`src/ptls_pkg.sv`:
```
// Package for the pedestrian traffic light sequencer.
// Holds phase codes, register indexes, reset values and shared types.
// No dependencies.
package ptls_pkg;

   localparam logic [2:0] PHASE_GREEN = 3'd0;
   localparam logic [2:0] PHASE_YELLOW = 3'd1;
   localparam logic [2:0] PHASE_RED = 3'd2;
   localparam logic [2:0] PHASE_WARN = 3'd3;
   localparam logic [2:0] PHASE_WALK = 3'd4;
   localparam logic [2:0] PHASE_CLEAR = 3'd5;

   localparam logic [2:0] CSR_GREEN_TICKS = 3'd0;
   localparam logic [2:0] CSR_RED_TICKS = 3'd1;
   localparam logic [2:0] CSR_WALK_TICKS = 3'd2;
   localparam logic [2:0] CSR_BLINK_STEP_TICKS = 3'd3;
   localparam logic [2:0] CSR_BLINK_STEPS = 3'd4;
   localparam logic [2:0] CSR_LONG_PRESS_TICKS = 3'd5;

   localparam int CSR_INDEX_BITS = 3;
   localparam int CSR_DATA_BITS = 16;

   localparam logic [15:0] GREEN_TICKS_RESET = 16'd250;
   localparam logic [15:0] RED_TICKS_RESET = 16'd250;
   localparam logic [15:0] WALK_TICKS_RESET = 16'd250;
   localparam logic [15:0] BLINK_STEP_TICKS_RESET = 16'd50;
   localparam logic [3:0] BLINK_STEPS_RESET = 4'd5;
   localparam logic [15:0] LONG_PRESS_TICKS_RESET = 16'd100;

   typedef struct packed {
      logic [15:0] green_ticks;
      logic [15:0] red_ticks;
      logic [15:0] walk_ticks;
      logic [15:0] blink_step_ticks;
      logic [3:0] blink_steps;
      logic [15:0] long_press_ticks;
   } cfg_type;

   typedef struct packed {
      logic [2:0] phase;
      logic [3:0] toggle_count;
      logic yellow_level;
      logic [15:0] hold_count;
      logic request_pending;
   } state_type;

   typedef struct packed {
      logic car_green;
      logic car_yellow;
      logic car_red;
      logic walk_green;
      logic walk_yellow;
      logic walk_red;
      logic [2:0] phase_code;
   } lamps_type;

   function automatic logic is_blink(input logic [2:0] phase);
      return (phase == PHASE_YELLOW) || (phase == PHASE_WARN) || (phase == PHASE_CLEAR);
   endfunction

   function automatic logic [2:0] next_phase(input logic [2:0] phase);
      logic [2:0] result;
      case (phase)
         PHASE_GREEN: result = PHASE_YELLOW;
         PHASE_YELLOW: result = PHASE_RED;
         PHASE_WARN: result = PHASE_WALK;
         PHASE_WALK: result = PHASE_CLEAR;
         default: result = PHASE_GREEN;
      endcase
      return result;
   endfunction

endpackage

```
`src/ptls_step.sv`:
```
// Next-state and lamp logic for one sampled tick and button level.
// Depends on ptls_pkg for the state, configuration and lamp types.
module ptls_step #(
   parameter int TICK_COUNT_BITS = 16
) (
   input ptls_pkg::cfg_type cfg,
   input ptls_pkg::state_type st,
   input logic [TICK_COUNT_BITS-1:0] phase_ticks,
   input logic tick,
   input logic button_pressed,
   output ptls_pkg::state_type st_next,
   output logic [TICK_COUNT_BITS-1:0] phase_ticks_next,
   output ptls_pkg::lamps_type lamps
);
   import ptls_pkg::*;

   localparam int CMP_BITS = (TICK_COUNT_BITS + 1 > 16) ? TICK_COUNT_BITS + 1 : 16;

   logic normal;
   logic [16:0] hold_sum;
   logic [TICK_COUNT_BITS:0] elapsed;
   logic [15:0] limit;
   logic [3:0] steps;
   logic step_more;
   logic enter;
   logic [2:0] target;

   assign normal = st.phase <= PHASE_RED;
   assign hold_sum = {1'b0, st.hold_count} + 17'(st.hold_count == 16'd0) + 17'(tick);
   assign elapsed = {1'b0, phase_ticks} + {{TICK_COUNT_BITS{1'b0}}, 1'b1};
   assign steps = (cfg.blink_steps == 4'd0) ? 4'd1 : cfg.blink_steps;
   assign step_more = (CMP_BITS'(elapsed) < CMP_BITS'(limit)) && !elapsed[TICK_COUNT_BITS];

   always_comb begin
      case (st.phase)
         PHASE_RED: limit = cfg.red_ticks;
         PHASE_WALK: limit = cfg.walk_ticks;
         PHASE_YELLOW, PHASE_WARN, PHASE_CLEAR: limit = cfg.blink_step_ticks;
         default: limit = cfg.green_ticks;
      endcase
   end

   always_comb begin
      st_next = st;
      phase_ticks_next = phase_ticks;
      enter = 1'b0;
      target = next_phase(st.phase);

      if (button_pressed) begin
         st_next.hold_count = hold_sum[16] ? 16'hFFFF : hold_sum[15:0];
      end else if (st.hold_count != 16'd0) begin
         if (normal && (st.hold_count - 16'd1 <= cfg.long_press_ticks)) begin
            st_next.request_pending = 1'b1;
         end
         st_next.hold_count = 16'd0;
      end

      if (st_next.request_pending && normal) begin
         st_next.request_pending = 1'b0;
         enter = 1'b1;
         target = (st.phase == PHASE_RED) ? PHASE_WALK : PHASE_WARN;
      end else if (tick) begin
         if (step_more) begin
            phase_ticks_next = elapsed[TICK_COUNT_BITS-1:0];
         end else begin
            phase_ticks_next = '0;
            if (is_blink(st.phase) && (st.toggle_count < steps)) begin
               st_next.yellow_level = !st.yellow_level;
               st_next.toggle_count = st.toggle_count + 4'd1;
            end else begin
               enter = 1'b1;
            end
         end
      end

      if (enter) begin
         st_next.phase = target;
         phase_ticks_next = '0;
         st_next.yellow_level = is_blink(target);
         st_next.toggle_count = {3'b000, is_blink(target)};
      end
   end

   always_comb begin
      lamps = '0;
      lamps.phase_code = st_next.phase;
      case (st_next.phase)
         PHASE_YELLOW: begin
            lamps.car_yellow = st_next.yellow_level;
            lamps.walk_red = 1'b1;
         end
         PHASE_RED: begin
            lamps.car_red = 1'b1;
            lamps.walk_red = 1'b1;
         end
         PHASE_WARN: begin
            lamps.car_yellow = st_next.yellow_level;
            lamps.walk_yellow = st_next.yellow_level;
            lamps.walk_red = 1'b1;
         end
         PHASE_WALK: begin
            lamps.car_red = 1'b1;
            lamps.walk_green = 1'b1;
         end
         PHASE_CLEAR: begin
            lamps.car_yellow = st_next.yellow_level;
            lamps.walk_yellow = st_next.yellow_level;
            lamps.walk_green = 1'b1;
         end
         default: begin
            lamps.car_green = 1'b1;
            lamps.walk_red = 1'b1;
         end
      endcase
   end

endmodule

```
`src/pedestrian_traffic_light_sequencer_top.sv`:
```
// Top level of the pedestrian traffic light sequencer: registers, handshakes, CSRs.
// Depends on ptls_pkg and ptls_step.
//
//   Channel  Ports                         Direction  Moves
//   req      req_valid/req_ready           in         tick strobe and button level
//   rsp      rsp_valid/rsp_ready           out        six lamps and phase code
//   csr      csr_write_en/index/write_data in         one timing register per write
//
// Each request transfer is processed by the combinational step logic and lands in the
// response register, so one transfer per cycle is sustained while rsp_ready is high.
// A new request is taken whenever the response register is empty or being drained.
// Reset restores the default timing registers and starts in the car green phase.
module pedestrian_traffic_light_sequencer_top #(
   parameter int TICK_COUNT_BITS = 16
) (
   input logic clock,
   input logic reset,
   input logic req_valid,
   output logic req_ready,
   input logic req_tick,
   input logic req_button_pressed,
   output logic rsp_valid,
   input logic rsp_ready,
   output logic rsp_car_green,
   output logic rsp_car_yellow,
   output logic rsp_car_red,
   output logic rsp_walk_green,
   output logic rsp_walk_yellow,
   output logic rsp_walk_red,
   output logic [2:0] rsp_phase_code,
   input logic csr_write_en,
   input logic [ptls_pkg::CSR_INDEX_BITS-1:0] csr_index,
   input logic [ptls_pkg::CSR_DATA_BITS-1:0] csr_write_data
);
   import ptls_pkg::*;

   cfg_type cfg_ff;
   state_type st_ff;
   state_type st_in;
   logic [TICK_COUNT_BITS-1:0] ticks_ff;
   logic [TICK_COUNT_BITS-1:0] ticks_in;
   lamps_type lamps_ff;
   lamps_type lamps_in;
   logic rsp_valid_ff;
   logic req_transfer;

   assign req_ready = !rsp_valid_ff || rsp_ready;
   assign req_transfer = req_valid && req_ready;

   ptls_step #(
      .TICK_COUNT_BITS(TICK_COUNT_BITS)
   ) u_step (
      .cfg(cfg_ff),
      .st(st_ff),
      .phase_ticks(ticks_ff),
      .tick(req_tick),
      .button_pressed(req_button_pressed),
      .st_next(st_in),
      .phase_ticks_next(ticks_in),
      .lamps(lamps_in)
   );

   always_ff @(posedge clock) begin
      if (reset) begin
         cfg_ff.green_ticks <= GREEN_TICKS_RESET;
         cfg_ff.red_ticks <= RED_TICKS_RESET;
         cfg_ff.walk_ticks <= WALK_TICKS_RESET;
         cfg_ff.blink_step_ticks <= BLINK_STEP_TICKS_RESET;
         cfg_ff.blink_steps <= BLINK_STEPS_RESET;
         cfg_ff.long_press_ticks <= LONG_PRESS_TICKS_RESET;
      end else if (csr_write_en) begin
         case (csr_index)
            CSR_GREEN_TICKS: cfg_ff.green_ticks <= csr_write_data;
            CSR_RED_TICKS: cfg_ff.red_ticks <= csr_write_data;
            CSR_WALK_TICKS: cfg_ff.walk_ticks <= csr_write_data;
            CSR_BLINK_STEP_TICKS: cfg_ff.blink_step_ticks <= csr_write_data;
            CSR_BLINK_STEPS: cfg_ff.blink_steps <= csr_write_data[3:0];
            CSR_LONG_PRESS_TICKS: cfg_ff.long_press_ticks <= csr_write_data;
            default: begin
            end
         endcase
      end
   end

   always_ff @(posedge clock) begin
      if (reset) begin
         st_ff <= '{phase: PHASE_GREEN, default: '0};
         ticks_ff <= '0;
         rsp_valid_ff <= 1'b0;
      end else begin
         if (req_transfer) begin
            st_ff <= st_in;
            ticks_ff <= ticks_in;
            rsp_valid_ff <= 1'b1;
         end else if (rsp_ready) begin
            rsp_valid_ff <= 1'b0;
         end
      end
   end

   always_ff @(posedge clock) begin
      if (req_transfer) begin
         lamps_ff <= lamps_in;
      end
   end

   assign rsp_valid = rsp_valid_ff;
   assign rsp_car_green = lamps_ff.car_green;
   assign rsp_car_yellow = lamps_ff.car_yellow;
   assign rsp_car_red = lamps_ff.car_red;
   assign rsp_walk_green = lamps_ff.walk_green;
   assign rsp_walk_yellow = lamps_ff.walk_yellow;
   assign rsp_walk_red = lamps_ff.walk_red;
   assign rsp_phase_code = lamps_ff.phase_code;

   a_request_consumed: assert property (@(posedge clock) disable iff (reset)
      !st_ff.request_pending)
      else $error("pedestrian request left pending");

   a_blink_count: assert property (@(posedge clock) disable iff (reset)
      is_blink(st_ff.phase) |-> st_ff.toggle_count != 4'd0)
      else $error("blink phase without a toggle counted");

   a_steady_dark: assert property (@(posedge clock) disable iff (reset)
      !is_blink(st_ff.phase) |-> (st_ff.toggle_count == 4'd0) && !st_ff.yellow_level)
      else $error("yellow state active outside a blink phase");

   a_result_follows: assert property (@(posedge clock) disable iff (reset)
      req_transfer |=> rsp_valid && (rsp_phase_code == st_ff.phase))
      else $error("accepted request did not produce a matching result");

endmodule
```
`config.mk`:
```
export PLATFORM = sky130hd
export DESIGN_NAME = pedestrian_traffic_light_sequencer_top
export DESIGN_NICKNAME = d
export VERILOG_FILES = /design/src/ptls_pkg.sv /design/src/ptls_step.sv /design/src/pedestrian_traffic_light_sequencer_top.sv
export SDC_FILE = /design/constraint.sdc
export NUM_CORES = 1
export LEC_CHECK = 0
export ABC_AREA = 1
export BUFFER_PORTS_ARGS = -buffer_cell sky130_fd_sc_hd__buf_4
export CAP_MARGIN = 5
export CELL_PAD_IN_SITES_DETAIL_PLACEMENT = 1
export CELL_PAD_IN_SITES_GLOBAL_PLACEMENT = 1
export CORE_UTILIZATION = 30
export DETAILED_ROUTE_END_ITERATION = 6
export PLACE_DENSITY_LB_ADDON = 0.1
export SLEW_MARGIN = 20
export SYNTH_ARGS = -nofsm -noshare
export SYNTH_HDL_FRONTEND = slang
export SYNTH_SLANG_ARGS = --single-unit
```
`constraint.sdc`:
```
create_clock -name clock -period 3.11 [get_ports clock]
set_input_delay 0.1555 -clock clock [delete_from_list [all_inputs] [get_ports clock]]
set_output_delay 0.1555 -clock clock [all_outputs]
set_load 0.05 [all_outputs]
```
==> flow_metrics.env <==
export IMPL_synthArstFlopShare=0
export IMPL_cts_sinks=135
export IMPL_clkTransAtPathRegs_ns=0.07
export IMPL_grt_usage=0.208
export IMPL_cp_slowest_cell="nor4_4"
export IMPL_port_buffers=36
export IMPL_tns_ns=-5.65
export IMPL_drt_total_wl_mm=24.7
export IMPL_fin_skew_ns=0.0122
export IMPL_area_growth_pct=38.5
export IMPL_cts_tree="yes"
export IMPL_regToRegSetupSlack_ns=-0.22
export IMPL_finalCriticalPeriod_ns=3.33
export IMPL_critPathKind="reg -> reg"
export IMPL_die_h_um=159
export IMPL_critical_path_top_delay_family="simple AND/OR/NAND/NOR gates"
export IMPL_placed_area_um2=8830
export IMPL_syn_num_nets=1098
export IMPL_irDropWorstVdd_mv=0.338
export IMPL_fin_crit_sh=1.07
export IMPL_vias=7264
export IMPL_grt_max_degree=84
export IMPL_synthTopCellsByArea="dfxtp_1 34%, nand2_1 11%, o21ai_0 6.7%, ha_1 6.5%, nor2_1 6.3%"
export IMPL_synth_distinct_cells=45
export IMPL_end_kind="flip-flop"
export IMPL_avgSynthCellArea_um2=7.12
export IMPL_leakage_nw=4.52
export IMPL_path_buf_inv=3
export IMPL_drive_above_1_share=0.280
export IMPL_slowest_delay_ns=0.34
export IMPL_hp_start="csr_write_data[9]"
export IMPL_cts_max_level=4
export IMPL_design_area_um2=10200
export IMPL_crit_required_ns=3.30
export IMPL_grt_pass1_vias=7357
export IMPL_drtPass1Iterations=4
export IMPL_ys_warn_count=0
export IMPL_diodes=0
export IMPL_cts_root_buf="clkbuf_16"
export IMPL_final_antenna_net_count=0
export IMPL_crit_path_start_kind="flip-flop"
export IMPL_violations="setup timing"
export IMPL_worstMarginPinSlew_ns=0.707
export IMPL_max_cap_violations=0
export IMPL_cp_startpoint="st_ff[6]"
export IMPL_slew_headroom=0.528
export IMPL_fin_nets=1258
export IMPL_fp_dieW_um=159
export IMPL_dpl_hpwl_mm=17.0
export IMPL_reg2reg_from="st_ff[6]"
export IMPL_ys_seq_elements=135
export IMPL_place_gp_congestion=0.792
export IMPL_synthesis_area_um2=7350
export IMPL_rsz0062_at_grt="true"
export IMPL_start_util=0.309
export IMPL_min_delay_path_class="in -> reg"
export IMPL_wl_per_cell_um=16.2
export IMPL_cp_max_fo=6
export IMPL_cts_path_max_buffers=2
export IMPL_drt_iter0_drc=220
export IMPL_critical_path_cell_chain="inv_2, nand2_4, nor4_4, nand3_2, nor3_4, buf_6, xor2_2, ha_1, a21oi_2, o21ai_1, a21oi_1, nand2_1, nand2_2, nand2_2, nand2_4, nand2_8, nand2_8, nand2_4, nand2_4, nand2_2, buf_4"
export IMPL_maxSlewViolCount=0
export IMPL_antenna_found_initial=0
export IMPL_grt_pass1_wl_mm=39.6
export IMPL_setup_ws_ns=-0.222
export IMPL_drc_errors=0
export IMPL_synth_top_cell_area_share=0.343
export IMPL_clk_latency_ns=0.44
export IMPL_synth_edff_count=9
export IMPL_placedCellCount=1464
export IMPL_vias_per_cell=4.76
export IMPL_cp_common_cell="nand2_4"
export IMPL_hold_viol=0
export IMPL_dieArea_um2=25100
export IMPL_instances_no_fill=1525
export IMPL_synth_largest_area_cell="dfxtp_1"
export IMPL_setup_viol=32
export IMPL_run_status="complete, but fails checks"
export IMPL_synthFlopType="dfxtp_1"
export IMPL_io_pins=37
export IMPL_max_freq_ghz=0.300
export IMPL_critical_path_arrival_ns=3.52
export IMPL_ys_seq_area_frac=0.380
export IMPL_powerDensity_nw_per_um2=488
export IMPL_fp_row_count=56
export IMPL_core_um2=23800
export IMPL_numCtsBuffers=17
export IMPL_grt_overflow_total=0
export IMPL_synthCells=1033
[area by class of cell]
class                      instances  area (um^2)
timing repair buffer             178         1510
clock inverter                    14          129
clock buffer                      18          439
multi-input combinational        746         4460
tap                              319          399
sequential                       135         2800
inverter                         115          442
fill                            2914        13600
[path summary, 6_finish.rpt]
kind | end | cells after the start
worst max-delay path | rsp_walk_red | 21
worst min-delay path | cfg_ff[77] | 3
worst max register to register | rsp_walk_red | 21
worst min register to register | cfg_ff[22] | 2
[tightest hold or removal path: stages]
cell and delay [ns]:
buf_4 0.12, nor2_1 0.05, nor2_1 0.08
[sequential cells by signal, indices dropped and copies added (netlist names), 3 cells and up]
name / flops
cfg_ff: 84
st_ff: 25
ticks_ff: 16
rsp_phase_code: 3
[report_power, final]
part / switching (mW) / internal [mW] / total (mW)
combinational: 0.641 / 0.456 / 1.10
sequential: 0.0356 / 1.82 / 1.85
clock: 0.939 / 1.08 / 2.02
total: 1.62 / 3.35 / 4.97
[synth_stat cells, types with 2 or more instances]
library cell    n
nand2_1       212
dfxtp_1       126
nor2_1        124
inv_1         105
o21ai_0        98
a21oi_1        86
nand3_1        72
ha_1           38
clkbuf_1       32
xor2_1         28
nor3_1         12
nand4_1        10
edfxtp_1        9
inv_2           9
o2111ai_1       8
nand2_2         7
nor4_1          5
o211ai_1        5
xnor2_1         5
buf_6           4
nor2_2          4
o22ai_1         4
a21o_1          2
buf_1           2
nand2_4         2
nand2_8         2
nor2_4          2
o21ai_1         2
o21bai_1        2
[placed cells by master (no fill, tap or decap), types with 9 or more instances in the layout]
cell	instances
nand2_1	199
buf_4	155
dfxtp_1	122
nor2_1	115
inv_1	93
o21ai_0	90
a21oi_1	69
nand3_1	54
ha_1	35
xor2_1	26
inv_2	18
nand3_2	18
a21oi_2	17
clkbuf_16	17
nand2_4	13
nand4_1	10
buf_6	10
nand2_2	9
nor2_2	9
edfxtp_1	9
[repair_timing]
| action | in CTS | in global routing |
|---|---|---|
| pin swaps | 22 | 44 |
| hold endpoints to repair | 3 | 1 |
| gates resized for setup | 60 | 75 |
| buffers inserted | 15 | 10 |
| setup endpoints to repair | 47 | 49 |
| hold buffers | 1 | 1 |
| cloned | 2 | 0 |
[per-stage QoR]
stage | setup slack [ns] | power [mW] | utilization | hold WS [ns]
finish | -0.222 | 4.97 | 0.428 | 0.00326
global placement | -0.433 | 2.80 | 0.372 | 0.437
CTS | -0.288 | 4.92 | 0.411 | 0.00293
floorplan | -0.00344 | 2.43 | - | 0.282
global route | -0.426 | 5.21 | 0.428 | 0.00742
detailed placement | -0.430 | 2.82 | 0.372 | 0.439
[logic make-up after synthesis]
group                    count (synthesis)  share of synthesized area
adder cells (fa/ha/maj)                 39                     0.0674
buffers and inverters                  153                     0.0822
XOR/XNOR                                33                     0.0393
AND/OR/NAND/NOR                        459                      0.273
AO/OA/AOI/OAI                          214                      0.158
flip-flops                             135                      0.380
[metal layers]
metal / GRT usage / wire length (um)
met1: 0.288 / 12700
met2: 0.336 / 11300
met3: 0.0289 / 494
met4: 0.0559 / 249
met5: 0 / 0
No activity file was read; power rests on OpenSTA's default activity.
